**config.mk**
```make
export PLATFORM = sky130hd
export DESIGN_NAME = touch_gesture_classifier_unit
export DESIGN_NICKNAME = d
export VERILOG_FILES = /design/src/design/tgc_pkg.sv /design/src/design/tgc_lane.sv /design/src/design/tgc_merge.sv /design/src/design/tgc_gesture.sv /design/src/design/touch_gesture_classifier_unit.sv
export SDC_FILE = /design/constraint.sdc
export NUM_CORES = 1
export LEC_CHECK = 0
export ABC_AREA = 1
export BUFFER_PORTS_ARGS = -buffer_cell sky130_fd_sc_hd__buf_2
export CAP_MARGIN = 40
export CORE_UTILIZATION = 55
export DETAILED_ROUTE_END_ITERATION = 12
export GPL_ROUTABILITY_DRIVEN = 0
export GPL_TIMING_DRIVEN = 0
export PLACE_DENSITY_LB_ADDON = 0.05
export SLEW_MARGIN = 20
export SYNTH_ARGS = -nofsm -noshare
export SYNTH_HDL_FRONTEND = slang
export SYNTH_HIERARCHICAL = 1
export SYNTH_SLANG_ARGS = --single-unit
export TNS_END_PERCENT = 50
```
**constraint.sdc**
```tcl
create_clock -name clk -period 9.1 [get_ports clk]
set_input_delay 2.73 -clock clk [delete_from_list [all_inputs] [get_ports clk]]
set_output_delay 2.73 -clock clk [all_outputs]
set_load 0.03 [all_outputs]
```
**src/design/tgc_pkg.sv**
```systemverilog
`timescale 1ns / 1ps
`default_nettype none
// ----------------------------------------------------------------------------
// tgc_pkg
// Shared types and constants for the touch gesture classifier.
// ----------------------------------------------------------------------------
package tgc_pkg;

  localparam int SAMPLES_PER_TICK = 5;   // readings averaged per tick, 1..16
  localparam int NUM_FIELDS       = 5;   // sample fields carried by one tick
  localparam int SAMPLE_W         = 11;
  localparam int TIME_W           = 32;
  localparam int THR_W            = 11;
  localparam int MS_W             = 16;
  localparam int CFG_IDX_W        = 2;
  localparam int CFG_DATA_W       = 16;
  localparam int SAMPLE_MAX       = (1 << SAMPLE_W) - 1;
  localparam int SUM_W            = $clog2(SAMPLES_PER_TICK * SAMPLE_MAX + 1);
  localparam int IN_DATA_W        = 88;  // 32 + 5 * 11 = 87, rounded to bytes
  localparam int OUT_DATA_W       = 8;

  localparam logic [THR_W-1:0] THR_RESET  = THR_W'(500);
  localparam logic [MS_W-1:0]  LONG_RESET = MS_W'(700);
  localparam logic [MS_W-1:0]  TAP_RESET  = MS_W'(300);

  typedef enum logic [CFG_IDX_W-1:0] {
    REG_THR_LEVEL     = 2'd0,
    REG_LONG_PRESS_MS = 2'd1,
    REG_TAP_WINDOW_MS = 2'd2
  } cfg_reg_t;

  typedef logic [SAMPLE_W-1:0] sample_t;

  // Merged tick handed to the gesture machine
  typedef struct packed {
    logic [TIME_W-1:0] now_ms;
    logic              touched;
  } tgc_tick_t;

  // Result flags; touched lands in bit 0 when packed
  typedef struct packed {
    logic single_tap;
    logic double_tap;
    logic long_press_release;
    logic long_press_start;
    logic touched_now;
  } tgc_flags_t;

endpackage
`default_nettype wire

```
**src/design/tgc_lane.sv**
```systemverilog
`timescale 1ns / 1ps
`default_nettype none
// ----------------------------------------------------------------------------
// tgc_lane
// One sample lane: captures its charge-time reading when the pipe advances.
// ----------------------------------------------------------------------------
module tgc_lane (
  input  wire logic             clk,
  input  wire logic             load,
  input  wire tgc_pkg::sample_t sample,
  output tgc_pkg::sample_t      sample_q
);
  import tgc_pkg::*;

  sample_t sample_r;

  always_ff @(posedge clk) begin
    if (load) begin
      sample_r <= sample;
    end
  end

  assign sample_q = sample_r;

endmodule
`default_nettype wire

```
**src/design/tgc_merge.sv**
```systemverilog
`timescale 1ns / 1ps
`default_nettype none
// ----------------------------------------------------------------------------
// tgc_merge
// Sums the lane readings and compares against the scaled threshold.
// ----------------------------------------------------------------------------
module tgc_merge (
  input  wire logic                         clk,
  input  wire logic                         rst_n,
  input  wire logic                         s_valid,
  output logic                              s_ready,
  input  wire tgc_pkg::sample_t             lane_q [tgc_pkg::SAMPLES_PER_TICK],
  input  wire logic [tgc_pkg::TIME_W-1:0]   now_ms,
  input  wire logic [tgc_pkg::THR_W-1:0]    thr_level,
  output logic                              m_valid,
  input  wire logic                         m_ready,
  output tgc_pkg::tgc_tick_t                m_tick
);
  import tgc_pkg::*;

  localparam logic [SUM_W-1:0] COUNT_W = SUM_W'(SAMPLES_PER_TICK);

  logic [SUM_W-1:0] sum;
  logic [SUM_W-1:0] thr_scaled;
  logic             valid_r;
  tgc_tick_t        tick_r;
  tgc_tick_t        tick_nxt;
  logic             adv;

  // floor(sum / N) < thr  <=>  sum < thr * N
  always_comb begin
    sum = '0;
    for (int i = 0; i < SAMPLES_PER_TICK; i++) begin
      sum = sum + SUM_W'(lane_q[i]);
    end
  end

  assign thr_scaled = SUM_W'(SUM_W'(thr_level) * COUNT_W);
  assign tick_nxt   = {now_ms, (sum < thr_scaled)};

  assign adv     = !valid_r || m_ready;
  assign s_ready = adv;

  always_ff @(posedge clk) begin
    if (!rst_n) begin
      valid_r <= 1'b0;
    end else if (adv) begin
      valid_r <= s_valid;
    end
  end

  always_ff @(posedge clk) begin
    if (adv && s_valid) begin
      tick_r <= tick_nxt;
    end
  end

  assign m_valid = valid_r;
  assign m_tick  = tick_r;

endmodule
`default_nettype wire

```
**src/design/tgc_gesture.sv**
```systemverilog
`timescale 1ns / 1ps
`default_nettype none
// ----------------------------------------------------------------------------
// tgc_gesture
// Press / tap state machine and result register.
// ----------------------------------------------------------------------------
module tgc_gesture (
  input  wire logic                       clk,
  input  wire logic                       rst_n,
  input  wire logic                       s_valid,
  output logic                            s_ready,
  input  wire tgc_pkg::tgc_tick_t         s_tick,
  input  wire logic [tgc_pkg::MS_W-1:0]   long_press_ms,
  input  wire logic [tgc_pkg::MS_W-1:0]   tap_window_ms,
  output logic                            m_valid,
  input  wire logic                       m_ready,
  output tgc_pkg::tgc_flags_t             m_flags
);
  import tgc_pkg::*;

  logic              was_pressed_r,     was_pressed_nxt;
  logic [TIME_W-1:0] press_start_r,     press_start_nxt;
  logic              long_shown_r,      long_shown_nxt;
  logic              awaiting_second_r, awaiting_second_nxt;
  logic              single_pending_r,  single_pending_nxt;
  logic [TIME_W-1:0] last_tap_r,        last_tap_nxt;
  logic              valid_r;
  tgc_flags_t        flags_r,           flags_nxt;
  logic              adv;
  logic              take;

  assign adv     = !valid_r || m_ready;
  assign s_ready = adv;
  assign take    = adv && s_valid;

  always_comb begin
    logic [TIME_W-1:0] held;
    logic [TIME_W-1:0] tap_age;
    held    = s_tick.now_ms - press_start_r;
    tap_age = '0;

    was_pressed_nxt     = was_pressed_r;
    press_start_nxt     = press_start_r;
    long_shown_nxt      = long_shown_r;
    awaiting_second_nxt = awaiting_second_r;
    single_pending_nxt  = single_pending_r;
    last_tap_nxt        = last_tap_r;
    flags_nxt           = '0;
    flags_nxt.touched_now = s_tick.touched;

    if (s_tick.touched && !was_pressed_r) begin
      press_start_nxt = s_tick.now_ms;
      was_pressed_nxt = 1'b1;
      long_shown_nxt  = 1'b0;
    end

    if (!s_tick.touched && was_pressed_r) begin
      if (held >= TIME_W'(long_press_ms)) begin
        flags_nxt.long_press_release = 1'b1;
      end else if (awaiting_second_r) begin
        flags_nxt.double_tap = 1'b1;
        awaiting_second_nxt  = 1'b0;
        single_pending_nxt   = 1'b0;
      end else begin
        awaiting_second_nxt = 1'b1;
        single_pending_nxt  = 1'b1;
        last_tap_nxt        = s_tick.now_ms;
      end
      was_pressed_nxt = 1'b0;
    end

    // On the press tick was_pressed_r is still low, so only an ongoing press can fire
    if (s_tick.touched && was_pressed_r && !long_shown_r &&
        (held > TIME_W'(long_press_ms))) begin
      flags_nxt.long_press_start = 1'b1;
      long_shown_nxt             = 1'b1;
    end

    tap_age = s_tick.now_ms - last_tap_nxt;
    if (single_pending_nxt && (tap_age > TIME_W'(tap_window_ms))) begin
      flags_nxt.single_tap = 1'b1;
      single_pending_nxt   = 1'b0;
      awaiting_second_nxt  = 1'b0;
    end
  end

  always_ff @(posedge clk) begin
    if (!rst_n) begin
      was_pressed_r     <= 1'b0;
      press_start_r     <= '0;
      long_shown_r      <= 1'b0;
      awaiting_second_r <= 1'b0;
      single_pending_r  <= 1'b0;
      last_tap_r        <= '0;
      valid_r           <= 1'b0;
    end else begin
      if (take) begin
        was_pressed_r     <= was_pressed_nxt;
        press_start_r     <= press_start_nxt;
        long_shown_r      <= long_shown_nxt;
        awaiting_second_r <= awaiting_second_nxt;
        single_pending_r  <= single_pending_nxt;
        last_tap_r        <= last_tap_nxt;
      end
      if (adv) begin
        valid_r <= s_valid;
      end
    end
  end

  always_ff @(posedge clk) begin
    if (take) begin
      flags_r <= flags_nxt;
    end
  end

  assign m_valid = valid_r;
  assign m_flags = flags_r;

  a_start_needs_touch: assert property (@(posedge clk) disable iff (!rst_n)
    valid_r && flags_r.long_press_start |-> flags_r.touched_now)
    else $error("long press start without touch");

  a_release_untouched: assert property (@(posedge clk) disable iff (!rst_n)
    valid_r && (flags_r.long_press_release || flags_r.double_tap)
      |-> !flags_r.touched_now)
    else $error("release event while touched");

  a_tap_exclusive: assert property (@(posedge clk) disable iff (!rst_n)
    valid_r |-> !(flags_r.double_tap && flags_r.single_tap))
    else $error("double and single tap together");

  a_pending_awaits: assert property (@(posedge clk) disable iff (!rst_n)
    single_pending_r |-> awaiting_second_r)
    else $error("single tap pending without awaiting second");

endmodule
`default_nettype wire

```
**src/design/touch_gesture_classifier_unit.sv**
```systemverilog
`timescale 1ns / 1ps
`default_nettype none
// An input transfer passes lane capture, sum and threshold compare, and
// gesture update into the output register, each registered in turn.
// Throughput: one tick per cycle while out_tready does not stall the output.
// Reset (rst_n, synchronous, active low) clears all valid bits and gesture
// state and returns the registers to threshold 500, long 700 ms, window 300 ms.
// ----------------------------------------------------------------------------
// touch_gesture_classifier_unit
// Averages capacitive readings per tick and flags long, double and single taps.
// ----------------------------------------------------------------------------
module touch_gesture_classifier_unit (
  input  wire logic                                clk,
  input  wire logic                                rst_n,
  input  wire logic                                in_tvalid,
  output logic                                     in_tready,
  // now_ms[31:0], sample_a[42:32], sample_b[53:43], sample_c[64:54],
  // sample_d[75:65], sample_e[86:76], zero pad[87]
  input  wire logic [tgc_pkg::IN_DATA_W-1:0]       in_tdata,
  output logic                                     out_tvalid,
  input  wire logic                                out_tready,
  // touched_now[0], long_press_start[1], long_press_release[2],
  // double_tap[3], single_tap[4], zero pad[7:5]
  output logic [tgc_pkg::OUT_DATA_W-1:0]           out_tdata,
  input  wire logic                                cfg_we,
  input  wire logic [tgc_pkg::CFG_IDX_W-1:0]       cfg_index,
  input  wire logic [tgc_pkg::CFG_DATA_W-1:0]      cfg_data
);
  import tgc_pkg::*;

  logic [THR_W-1:0]  thr_r;
  logic [MS_W-1:0]   long_r;
  logic [MS_W-1:0]   tap_r;

  sample_t           fields [NUM_FIELDS];
  sample_t           lane_q [SAMPLES_PER_TICK];
  logic [TIME_W-1:0] now_r;
  logic              valid_r;
  logic              adv;
  logic              load;
  logic              merge_ready;
  logic              tick_valid;
  tgc_tick_t         tick;
  logic              gest_ready;
  tgc_flags_t        flags;

  always_ff @(posedge clk) begin
    if (!rst_n) begin
      thr_r  <= THR_RESET;
      long_r <= LONG_RESET;
      tap_r  <= TAP_RESET;
    end else if (cfg_we) begin
      case (cfg_reg_t'(cfg_index))
        REG_THR_LEVEL:     thr_r  <= cfg_data[THR_W-1:0];
        REG_LONG_PRESS_MS: long_r <= cfg_data[MS_W-1:0];
        REG_TAP_WINDOW_MS: tap_r  <= cfg_data[MS_W-1:0];
        default: ;
      endcase
    end
  end

  for (genvar f = 0; f < NUM_FIELDS; f++) begin : g_field
    assign fields[f] = in_tdata[TIME_W + f*SAMPLE_W +: SAMPLE_W];
  end

  assign adv       = !valid_r || merge_ready;
  assign in_tready = adv;
  assign load      = adv && in_tvalid;

  always_ff @(posedge clk) begin
    if (!rst_n) begin
      valid_r <= 1'b0;
    end else if (adv) begin
      valid_r <= in_tvalid;
    end
  end

  always_ff @(posedge clk) begin
    if (load) begin
      now_r <= in_tdata[TIME_W-1:0];
    end
  end

  // Readings past the fifth reuse the fields in turn
  for (genvar i = 0; i < SAMPLES_PER_TICK; i++) begin : g_lane
    tgc_lane u_lane (
      .clk      (clk),
      .load     (load),
      .sample   (fields[i % NUM_FIELDS]),
      .sample_q (lane_q[i])
    );
  end

  tgc_merge u_merge (
    .clk       (clk),
    .rst_n     (rst_n),
    .s_valid   (valid_r),
    .s_ready   (merge_ready),
    .lane_q    (lane_q),
    .now_ms    (now_r),
    .thr_level (thr_r),
    .m_valid   (tick_valid),
    .m_ready   (gest_ready),
    .m_tick    (tick)
  );

  tgc_gesture u_gesture (
    .clk           (clk),
    .rst_n         (rst_n),
    .s_valid       (tick_valid),
    .s_ready       (gest_ready),
    .s_tick        (tick),
    .long_press_ms (long_r),
    .tap_window_ms (tap_r),
    .m_valid       (out_tvalid),
    .m_ready       (out_tready),
    .m_flags       (flags)
  );

  assign out_tdata = {(OUT_DATA_W - $bits(tgc_flags_t))'(0), flags};

endmodule
`default_nettype wire

```
**Word-level counts from Yosys, hierarchy flattened**

Index checks and enable logic that the tools add are counted.

- Bits in registers: 239
- Bits in latches: 0
- Memory bits (writable): 0
- Memory bits (read-only): 0
- Input port bits: 111
- Output and inout bits: 10
- Logic and storage cells: 88
- Memories kept: 0

- Add/subtract/negate cells: 6
- Multiply operators: 1
- Divide/modulo/power cells: 0
- Magnitude comparators: 4
- Equality and inequality tests: 3
- Shift operators: 0
- Mux-type cells: 18
- Bitwise operators: 1
- Reductions and logical operators: 30

Operators with widths:

| operator | number |
|---|---|
| 2-to-1 mux 32 bit | 3 |
| > comparator 32 x 16 -> 1 bit | 2 |
| subtractor 32 bit | 2 |
| adder 14 x 11 -> 14 bit | 3 |
| greater-or-equal comparator 32 x 16 -> 1 bit | 1 |
| 2-to-1 mux 1 bit | 15 |
| less-than comparator 14 bit | 1 |
| multiplier 11 x 3 -> 14 bit (second input constant) | 1 |
| adder 11 x 11 -> 12 bit | 1 |
| AND reduction 2 bit | 6 |
| logical AND 1 bit | 9 |
| zero test 1 bit | 6 |
| nonzero test 2 bit | 3 |
| logical OR 1 bit | 3 |
| AND reduction 3 bit | 1 |
| == test 2 x 1 -> 1 bit (second input constant) | 1 |
| == test 2 bit (second input constant) | 1 |
| zero test 2 bit | 1 |
| != test 2 bit (second input constant) | 1 |
| OR reduction 2 bit | 1 |
| inverter 1 bit | 1 |

**Depth between registers and ports, before layout**

- Depth after elaboration: 9
- Depth in mapped cells: 51
- Depth with buffers taken out: 48

**Cells and area by module**

Netlist, hierarchy kept.

Modules (own cells, without submodules):

| module | instances | cells each | area an instance (um^2) |
|---|---|---|---|
| tgc_gesture | 1 | 1414 | 8584.5 |
| tgc_merge | 1 | 427 | 3572.2 |
| touch_gesture_classifier_unit | 1 | 290 | 2786.4 |
| tgc_lane | 5 | 11 | 330.3 |

**Least setup slack after synthesis**

Ideal clock, no wire load.

- Path type: input to register
- From: input out_tready
- To: register g_lane[0].u_lane.sample_r[0], enable pin
- Library setup time: 561 ps
- Arrival: 7182 ps
- Path slack: 1357 ps
- Cell stages on the path: 6
- Buffers on the path: 0
- Path through: inv_1 -> nand2_1 -> inv_1 -> nand2_1 -> inv_1 -> a21oi_1

- Longest elaborated chain between the ends: 4

RTL lines:

| item | RTL line | source |
|---|---|---|
| from (decl) | touch_gesture_classifier_unit.sv:21 | `input wire logic out_tready,` |
| logical OR 1 bit | tgc_gesture.sv:32 | `assign adv = !valid_r \|\| m_ready;` |
| net gest_ready | touch_gesture_classifier_unit.sv:44 | `logic gest_ready;` |
| logical OR 1 bit | tgc_merge.sv:41 | `assign adv = !valid_r \|\| m_ready;` |
| net merge_ready | touch_gesture_classifier_unit.sv:41 | `logic merge_ready;` |
| logical OR 1 bit | touch_gesture_classifier_unit.sv:66 | `assign adv = !valid_r \|\| merge_ready;` |
| logical AND 1 bit | touch_gesture_classifier_unit.sv:68 | `assign load = adv && in_tvalid;` |
| net load | touch_gesture_classifier_unit.sv:40 | `logic load;` |
| to (signal assigned) | tgc_lane.sv:19 | `sample_r <= sample;` |
| to (decl) | tgc_lane.sv:15 | `sample_t sample_r;` |

The timed path passes the listed nets, and every way through them passes these cells.
A chain may end at the register's enable or synchronous reset.

==> results.py <==
metrics = {
    "placed_design": {
        "place_area_mm2": 0.0178,
        "io_buffers": 114,
        "placedCellCount": 2698,
        "hpwl_um": 33000,
        "pre_cts_ws_ns": 0.793,
    },
    "synth": {
        "yosys.cell_types.count": 51,
        "ys_ff_latch": 239,
        "syn_area_per_cell_um2": 7.59,
        "syn_area_mm2": 0.0166,
        "yosysSeqAreaShare": 0.364,
        "synthFlopType": "edfxtp_1",
        "synth-edff-count": 125,
        "synth_top_area_cell": "edfxtp_1",
        "syn_inst": 2186,
        "async_reset_ff_frac": 0,
        "netlist.area_leader.share": 0.226,
        "synthTopCellsByArea": "edfxtp_1, dfxtp_1, nand2_1",
        "yosys_warnings": 6,
    },
    "detailed_routing": {
        "postRouteAntennaNets": 0,
        "wl_per_cell_um": 14.8,
        "drc": 0,
        "num_vias": 14400,
        "wl_um": 40700,
        "drt_iter0_drc": 1289,
        "viasPerCell": 5.23,
        "firstDrtPassIters": 6,
    },
    "final_layout": {
        "final_cell_area_mm2": 0.0187,
        "fin_cells": 2746,
        "diodes": 0,
        "drive_above_1_share": 0.101,
        "layout.nets": 2619,
        "syn2layout_area_growth_pct": 12.7,
        "nFillCells": 2696,
    },
    "sta": {
        "finalCritPeriodShare": 0.924,
        "min_period_ns": 8.41,
        "finClkSkew_ns": 0.0153,
        "setup_viol": 0,
        "finalHoldViolCount": 0,
        "rsz0062_at_grt": "no",
        "relSlewSlack": 0.457,
        "slew_viol_final": 0,
        "tightest_slew_ns": 0.815,
        "layout_setup_ws_ns": 0.693,
        "fmax_mhz": 119,
    },
    "worst_setup_path": {
        "reg2regPathDepth": 48,
        "path_max_fanout": 10,
        "startpoint_type": "register",
        "cp_data_arrival_time_ns": 8.70,
        "crit_required_ns": 9.39,
        "crit_path_top_delay_cell": "buf_1",
        "crit_top_cell": "nand2_1",
        "cp-end-kind": "register",
        "crit_type": "reg2reg",
        "cpPeakStageDelay_ns": 0.45,
    },
    "floorplanning": {
        "die_x_um": 176,
        "rows": 63,
        "initial_core_util": 0.560,
        "fp.coreArea_mm2": 0.0296,
        "die_h_um": 176,
        "num_io_pins": 121,
        "dieArea_mm2": 0.0309,
    },
    "power_and_ir_drop": {
        "ir_worst_vdd_mv": 0.169,
        "p_leak_nw": 9.50,
        "power_mw": 3.46,
        "power.density_mw_per_mm2": 185,
    },
    "grt": {
        "grt_max_degree": 26,
        "grt_pass1_wl_um": 65900,
        "grt_usage": 0.268,
        "grt.overflow.total": 0,
        "grt_pass1_vias": 13400,
        "antenna_found_initial": 0,
    },
    "run": {
        "maxCapViolations": 0,
    },
    "clock_network": {
        "htree_levels": 1,
        "clk_pin_slew_ns": 0.06,
        "post_cts_buffers": 0,
        "clockBufferDepth": 3,
        "insertion_delay_ns": 0.54,
        "cts_tree": "done",
        "cts_buffers": 26,
        "ctsResizeCount": 0,
        "cts.sinks": 239,
        "hold_buffers": 0,
        "cts-root-buf": "clkbuf_16",
    },
    "outcome": {
        "outcome": "complete, no violations",
    },
    "worst_hold_path": {
        "whs_path_depth": 0,
        "hold_class": "reg2reg",
    },
}
==> stage by stage <==
| step | hold slack (ns) | utilization | setup TNS (ns) |
|---|---|---|---|
| floorplan | 0.400 | - | 0 |
| global placement | 0.401 | 0.596 | -68.63 |
| detailed placement | 0.405 | 0.601 | 0 |
| CTS | 0.413 | 0.631 | 0 |
| global route | 0.415 | 0.631 | 0 |
| finish | 0.413 | 0.631 | 0 |
==> layout by cell type, fill, tap and decap left out, types with 12 or more instances in the layout <==
cell type	count
a21oi_1	148
buf_2	120
clkbuf_1	23
clkbuf_16	27
dfxtp_1	114
edfxtp_1	125
fa_1	34
ha_1	138
inv_1	435
mux2i_1	24
nand2_1	552
nand3_1	107
nand3_2	12
nand4_1	34
nor2_1	169
nor3_1	19
o211ai_1	27
o21ai_0	71
xor2_1	34
==> layout make-up <==
class / instances / area [um2] / share of cell area
Multi-Input combinational cell: 1461 / 8700 / 0.465
Sequential cell: 239 / 6040 / 0.323
Inverter: 446 / 1670 / 0.0895
Timing Repair Buffer: 120 / 707 / 0.0378
Clock buffer: 29 / 683 / 0.0365
Tap cell: 390 / 488 / 0.0261
Buffer: 42 / 218 / 0.0116
Clock inverter: 19 / 205 / 0.0110
==> power by group <==
part           internal, mW  switching (mW)
logic                 0.422           0.714
registers              1.20          0.0372
clock network         0.653           0.436
==> sequential cells by signal (all words and copies together) (netlist names) <==
name,flops
u_gesture/single_pending_r,1
u_gesture/was_pressed_r,1
long_r,16
u_gesture/long_shown_r,1
g_lane.u_lane/sample_q,55
u_gesture/press_start_r,32
now_r,32
thr_r,11
valid_r,1
u_gesture/awaiting_second_r,1
u_merge/m_valid,1
tap_r,16
u_gesture/m_valid,1
u_merge/m_tick,33
u_gesture/last_tap_r,32
u_gesture/m_flags,5
==> cell families (layout without fill, tap and decap cells) <==
group,Yosys count,in the layout,synth area share
buffers and inverters,488,656,0.114
DFF,239,239,0.364
and+or+nand+nor,940,940,0.246
other,1,3,0.000226
muxes,24,24,0.0145
adders and majority gates,172,172,0.145
xor gates and xnor gates,40,40,0.0211
AOI/OAI and AO/OA,282,282,0.0950
==> per-layer routing <==
| layer | share of wire | vias up | track usage |
|---|---|---|---|
| li1 | - | 7301 | - |
| met1 | 0.47 | 6556 | 0.369 |
| met2 | 0.44 | 434 | 0.436 |
| met3 | 0.060 | 70 | 0.0342 |
| met4 | 0.032 | 0 | 0.0880 |
| met5 | 0 | - | 0 |
==> path summary, 6_finish.rpt <==
path,startpoint,to,slack (ns)
max reg2reg,u_merge/m_tick[1],u_gesture/m_flags[4],0.69
min reg2reg,now_r[28],u_merge/m_tick[29],0.41
max,u_merge/m_tick[1],u_gesture/m_flags[4],0.69
min,now_r[28],u_merge/m_tick[29],0.41
==> worst max-delay path: cells and delay by family, from the launching register on <==
kind | cells | cell delay, ns
compound gates | 1 | 0.19
xor+xnor | 2 | 0.46
fa+ha+maj | 6 | 1.53
buf+inv | 10 | 1.61
flops | 1 | 0.42
simple gates | 29 | 3.95
==> cells in the mapped netlist (all sizes together) (6+ instances only) <==
cell / count
a21oi: 150
nor3: 22
inv: 445
xor2: 34
o211ai: 27
o21bai: 7
xnor2: 6
clkbuf: 21
dfxtp: 114
fa: 34
nand4: 35
nand3: 123
o21ai: 75
buf: 21
mux2i: 24
ha: 138
nand3b: 11
nand2: 561
edfxtp: 125
nor2: 180
(Power assumes the default switching activity.)
